--- config.mk ---
export PLATFORM = sky130hd
export DESIGN_NAME = binary_to_decimal_ascii_core
export DESIGN_NICKNAME = d
export VERILOG_FILES = /design/src/hdl/bdac_pkg.sv /design/src/hdl/bdac_ctrl.sv /design/src/hdl/bdac_datapath.sv /design/src/hdl/binary_to_decimal_ascii_core.sv
export SDC_FILE = /design/constraint.sdc
export NUM_CORES = 1
export LEC_CHECK = 0
export BUFFER_PORTS_ARGS = -buffer_cell sky130_fd_sc_hd__clkbuf_2
export CORE_MARGIN = 5
export CORE_UTILIZATION = 60
export CTS_CLUSTER_DIAMETER = 120
export DETAILED_ROUTE_END_ITERATION = 12
export PLACE_DENSITY_LB_ADDON = 0.3
export SLEW_MARGIN = 20
export SYNTH_ARGS = -nofsm -noshare
export SYNTH_HDL_FRONTEND = slang
export SYNTH_SLANG_ARGS = --single-unit
--- constraint.sdc ---
create_clock -name clk -period 3.7 [get_ports clk]
set_clock_uncertainty 0.15 [all_clocks]
set_input_delay 0.555 -clock clk [delete_from_list [all_inputs] [get_ports clk]]
set_output_delay 0.555 -clock clk [all_outputs]
set_load 0.05 [all_outputs]
--- src/hdl/bdac_pkg.sv ---
// Package for the binary to decimal ASCII core.
// Holds widths, ASCII codes, controller state encoding and the
// command/status structs shared by the controller and datapath.
package bdac_pkg;

  localparam int VALUE_W     = 64;
  localparam int NUM_DIGITS  = 20;
  localparam int BCD_W       = 4 * NUM_DIGITS;
  localparam int DIGIT_IDX_W = 5;
  localparam int STEP_W      = 6;
  localparam int CHAR_W      = 8;

  localparam logic [DIGIT_IDX_W-1:0] TOP_DIGIT = DIGIT_IDX_W'(NUM_DIGITS - 1);
  localparam logic [STEP_W-1:0]      LAST_STEP = STEP_W'(VALUE_W - 1);

  localparam logic [CHAR_W-1:0] ASCII_ZERO    = 8'd48;
  localparam logic [CHAR_W-1:0] ASCII_NEWLINE = 8'd10;

  typedef enum logic [4:0] {
    ST_IDLE = 5'b00001,
    ST_CONV = 5'b00010,
    ST_SKIP = 5'b00100,
    ST_EMIT = 5'b01000,
    ST_NL   = 5'b10000
  } state_t;

  typedef struct packed {
    logic load;
    logic shift;
    logic dec_idx;
    logic emit_digit;
    logic emit_nl;
  } cmd_t;

  typedef struct packed {
    logic shift_last;
    logic digit_zero;
    logic idx_zero;
    logic out_free;
  } status_t;

endpackage

--- src/hdl/bdac_ctrl.sv ---
// Controller for the binary to decimal ASCII core.
// Sequences load, double-dabble conversion, leading-zero skip and
// character emission. Depends on bdac_pkg.
module bdac_ctrl (
  input  logic              clk,
  input  logic              rst,
  input  logic              item_valid,
  output logic              item_stall,
  input  bdac_pkg::status_t status,
  output bdac_pkg::cmd_t    cmd
);
  import bdac_pkg::*;

  state_t state, state_next;

  always_ff @(posedge clk) begin
    if (rst) begin
      state <= ST_IDLE;
    end else begin
      state <= state_next;
    end
  end

  always_comb begin
    state_next = state;
    cmd        = '0;
    item_stall = 1'b1;
    unique case (state)
      ST_IDLE: begin
        item_stall = 1'b0;
        if (item_valid) begin
          cmd.load   = 1'b1;
          state_next = ST_CONV;
        end
      end
      ST_CONV: begin
        cmd.shift = 1'b1;
        if (status.shift_last) begin
          state_next = ST_SKIP;
        end
      end
      ST_SKIP: begin
        if (status.digit_zero && !status.idx_zero) begin
          cmd.dec_idx = 1'b1;
        end else begin
          state_next = ST_EMIT;
        end
      end
      ST_EMIT: begin
        if (status.out_free) begin
          cmd.emit_digit = 1'b1;
          if (status.idx_zero) begin
            state_next = ST_NL;
          end else begin
            cmd.dec_idx = 1'b1;
          end
        end
      end
      ST_NL: begin
        if (status.out_free) begin
          cmd.emit_nl = 1'b1;
          state_next  = ST_IDLE;
        end
      end
      default: begin
        state_next = ST_IDLE;
      end
    endcase
  end

endmodule

--- src/hdl/bdac_datapath.sv ---
// Datapath for the binary to decimal ASCII core.
// Binary and BCD shift registers, digit pointer, step counter and the
// output register. Depends on bdac_pkg.
module bdac_datapath (
  input  logic                           clk,
  input  logic                           rst,
  input  logic [bdac_pkg::VALUE_W-1:0]   value,
  input  bdac_pkg::cmd_t                 cmd,
  output bdac_pkg::status_t              status,
  output logic                           char_valid,
  input  logic                           char_stall,
  output logic [bdac_pkg::CHAR_W-1:0]    character,
  output logic                           last_of_run
);
  import bdac_pkg::*;

  logic [VALUE_W-1:0]     bin;
  logic [BCD_W-1:0]       bcd;
  logic [BCD_W-1:0]       bcd_adj;
  logic [DIGIT_IDX_W-1:0] idx;
  logic [STEP_W-1:0]      step;
  logic [3:0]             digit;

  // add-3 correction on every digit before the shift
  always_comb begin
    for (int d = 0; d < NUM_DIGITS; d++) begin
      if (bcd[4*d +: 4] >= 4'd5) begin
        bcd_adj[4*d +: 4] = bcd[4*d +: 4] + 4'd3;
      end else begin
        bcd_adj[4*d +: 4] = bcd[4*d +: 4];
      end
    end
  end

  assign digit = bcd[{idx, 2'b00} +: 4];

  assign status.shift_last = (step == LAST_STEP);
  assign status.digit_zero = (digit == 4'd0);
  assign status.idx_zero   = (idx == '0);
  assign status.out_free   = !char_valid || !char_stall;

  always_ff @(posedge clk) begin
    if (cmd.load) begin
      bin  <= value;
      bcd  <= '0;
      step <= '0;
      idx  <= TOP_DIGIT;
    end else begin
      if (cmd.shift) begin
        bin  <= {bin[VALUE_W-2:0], 1'b0};
        bcd  <= {bcd_adj[BCD_W-2:0], bin[VALUE_W-1]};
        step <= step + STEP_W'(1);
      end
      if (cmd.dec_idx) begin
        idx <= idx - DIGIT_IDX_W'(1);
      end
    end
  end

  always_ff @(posedge clk) begin
    if (rst) begin
      char_valid <= 1'b0;
    end else if (cmd.emit_digit || cmd.emit_nl) begin
      char_valid <= 1'b1;
    end else if (!char_stall) begin
      char_valid <= 1'b0;
    end
  end

  always_ff @(posedge clk) begin
    if (cmd.emit_digit) begin
      character   <= ASCII_ZERO + {4'b0000, digit};
      last_of_run <= 1'b0;
    end else if (cmd.emit_nl) begin
      character   <= ASCII_NEWLINE;
      last_of_run <= 1'b1;
    end
  end

endmodule

--- src/hdl/binary_to_decimal_ascii_core.sv ---
// Binary to decimal ASCII core: top level.
// Takes an unsigned 64-bit number and streams its decimal digits, most
// significant first and without leading zeros, then a newline carrying
// last_of_run. Zero prints as a single '0'.
//
// Input channel: item_valid / item_stall with payload value. A beat is
// taken when item_valid is high and item_stall is low. One number is
// worked at a time; item_stall is low only while the core is idle.
// Output channel: char_valid / char_stall with character and
// last_of_run, driven from an output register.
//
// Steps per number: load, 64 double-dabble steps (one bit a cycle
// through the BCD shift register), then the skip state steps the digit
// pointer past each leading zero digit, then one character per cycle
// while the receiver does not stall: 2 to 21 beats. A stall holds the
// output register and the controller until the beat is taken; the next
// number is accepted while the newline beat still waits.
// Reset (rst, synchronous) returns the controller to idle and drops
// char_valid.
module binary_to_decimal_ascii_core (
  input  logic                          clk,
  input  logic                          rst,
  input  logic                          item_valid,
  output logic                          item_stall,
  input  logic [bdac_pkg::VALUE_W-1:0]  value,
  output logic                          char_valid,
  input  logic                          char_stall,
  output logic [bdac_pkg::CHAR_W-1:0]   character,
  output logic                          last_of_run
);
  import bdac_pkg::*;

  cmd_t    cmd;
  status_t status;

  bdac_ctrl u_ctrl (
    .clk        (clk),
    .rst        (rst),
    .item_valid (item_valid),
    .item_stall (item_stall),
    .status     (status),
    .cmd        (cmd)
  );

  bdac_datapath u_datapath (
    .clk         (clk),
    .rst         (rst),
    .value       (value),
    .cmd         (cmd),
    .status      (status),
    .char_valid  (char_valid),
    .char_stall  (char_stall),
    .character   (character),
    .last_of_run (last_of_run)
  );

endmodule

==> run metrics <==
outcome=finished, final reports clean; mapped cell area=8880 sq um; I/O Buffers=between 70 and 80; Register Area=4030 sq um; P_leak=4.11 nW; area of the multi-input gates=4470 sq um; DIE HEIGHT=~130 um; cell taking the most area after synthesis=edfxtp_1; main combinational cell family by area after synthesis=simple AND/OR/NAND/NOR gates; crit end category=register; post-synthesis xor/xnor area fraction=4.34%; f_max=349 MHz; layout cells sized above 1=around an eighth; total track usage=22.0%; cts bufs inserted=17; Die W=roughly 130 um; CP required=3880 ps; TritonCTS clock tree=yes; Final Slew Violations=0; top_reg_cell synth=dfxtp_1; synth top area cells=edfxtp_1, dfxtp_1, nand2_1; critical path arrival=a little over 3000 ps; drt pass-1 iters=5; Post-Syn Instances=1001; post-route setup TNS=0 ps; DR iter-0 viols=between 600 and 700; synthesized area per cell=8.87 sq um; vias per inst=5.73; hpwl dp=12900 um; FP Rows=44; core area=14500 sq um; gpl congestion=just under 0.9; post-synthesis mux area share=approximately 6.3%; max_cap viols=0; Clock Path Buffers=2; post-synthesis compound-gate area fraction=12.3%; peak supply drop=0.322 mV; first-pass GRT wire length=32100 um; max_slew headroom=43.9%; die area=17300 sq um; Yosys Warn Count=0; share of flip-flops with an asynchronous set or reset=0%; synthesized flop and latch total=167; Root Buffer=clkbuf_16; Synth top area share=between 20% and 30%; Top-Level Pins=slightly below 80; Synth Area in Simple Gates=a little over a fifth; largest net degree at the start of global routing=87; largest fanout on the critical path=18; Residual DRC=0; Cell Pwr Density=447 nW/um^2; fin crit share=about 78%; H-tree depth=4; CTS Hold Buffers Added=0; Clk pin slew, worst setup/hold paths=around 70 ps; Synth top cells by count=nand2_1, dfxtp_1, o21ai_0, a21oi_1; Post CTS Setup Buffer Count=0; post-layout min period=2870 ps; final setup fails=0; Post-synth EDFFs=69; fillcell total=1101; wire per inst=approximately 15 um; Min-Delay Path Class=primary input to register; sequential fraction of the synthesis area=between 40% and 50%; Nets=1163; post-cts sizing count=0; Routed Wire Length=between 15000 and 20000 um; top-count cell post-synth=nand2_1; Clock Sinks=167; unrepaired setup endpoints after global routing=false; ANT nets after route=0; worst slew pin tran=roughly 840 ps; Total Power=4.47 mW; initial antenna violation count=0; diode count=0; critical path class=register to register; vias in the first global route=6819; Starting Density=around 60%; Clk Latency, worst-skew pair=440 ps; via count=7161; grt ovf=0; Layout area overhead=12.6%; startpoint types=register; Synth cell types=just over 50; Synth Area in Adders=between 6 and 7%; final hold vios=0
==> power by group <==
group,switching (mW),internal [mW]
registers,0.0489,2.10
logic,0.335,0.150
clock network,0.814,1.02
total,1.20,3.27
==> sequential cells by signal (all words and copies together), names as in the netlist <==
register and cells:
u_ctrl.state 5, u_datapath.bcd 80, u_datapath.bin 64, u_datapath.char_valid 1, u_datapath.character 5, u_datapath.idx 5, u_datapath.last_of_run 1, u_datapath.step 6
==> layer usage <==
| layer | up-vias | part of all wire, % | track usage [%] |
|---|---|---|---|
| met3 | 27 | 5.3 | 5.16 |
| met2 | 193 | 48 | 35.2 |
| met5 | - | 0 | 0 |
| li1 | 3561 | - | - |
| met1 | 3380 | 46 | 29.9 |
| met4 | 0 | 1.4 | 6.69 |
==> through the flow <==
stage	instances	hold WS [ps]	util, %	instance area, sq um	setup WS, ps
after floorplan	1002	268	-	8880	268
after global placement	1217	293	64.6	9390	924
after detailed placement	1217	295	64.6	9390	842
after CTS	1249	212	68.7	9990	825
after global routing	1249	217	68.7	9990	696
final	1249	222	68.7	9990	831
==> cell families (layout without fill, tap and decap cells) <==
| group | Yosys count | after routing |
|---|---|---|
| flops | 167 | 167 |
| fa+ha+maj | 43 | 43 |
| buf+inv | 100 | 163 |
| xor+xnor | 44 | 44 |
| other cells | 1 | 2 |
| mux | 30 | 30 |
| compound gates | 194 | 194 |
| simple gates | 422 | 422 |
==> final cells by class <==
class / count / share of cell area, %
clock buffer: 17 / 4.26
clock inverter: 15 / 1.79
inverter: 44 / 1.65
multi-input combinational: 735 / 44.7
sequential: 167 / 40.4
tap: 184 / 2.30
timing repair buffer: 87 / 4.88
==> worst max-delay path, cell delays in order, from the launching register on <==
cell and delay [ps]:
dfxtp_1 560, buf_4 340, mux4_2 540, a2bb2oi_1 150, a22o_1 290, or4_4 440
nor3_1 220, a211oi_1 70
==> path summary, 6_finish.rpt <==
path                              to  depth (start not counted)                from  slack [ps]
hold / removal    u_datapath.bin[42]                          3           value[42]         220
setup / recovery   u_datapath.idx[3]                          7   u_datapath.idx[1]         830
setup reg to reg   u_datapath.idx[3]                          7   u_datapath.idx[1]         830
hold reg to reg    u_datapath.bcd[0]                          2  u_datapath.bin[63]         300
==> cells in the final DEF, fill, tap and decap left out, types with 43 or more instances in the layout <==
cell type	count
a21oi_1	75
edfxtp_1	69
inv_1	44
ha_1	43
nand2_1	225
clkbuf_2	76
nand3_1	68
o21ai_0	85
dfxtp_1	98
nor2_1	67
Note: power is estimated with default switching activity, not from simulation.
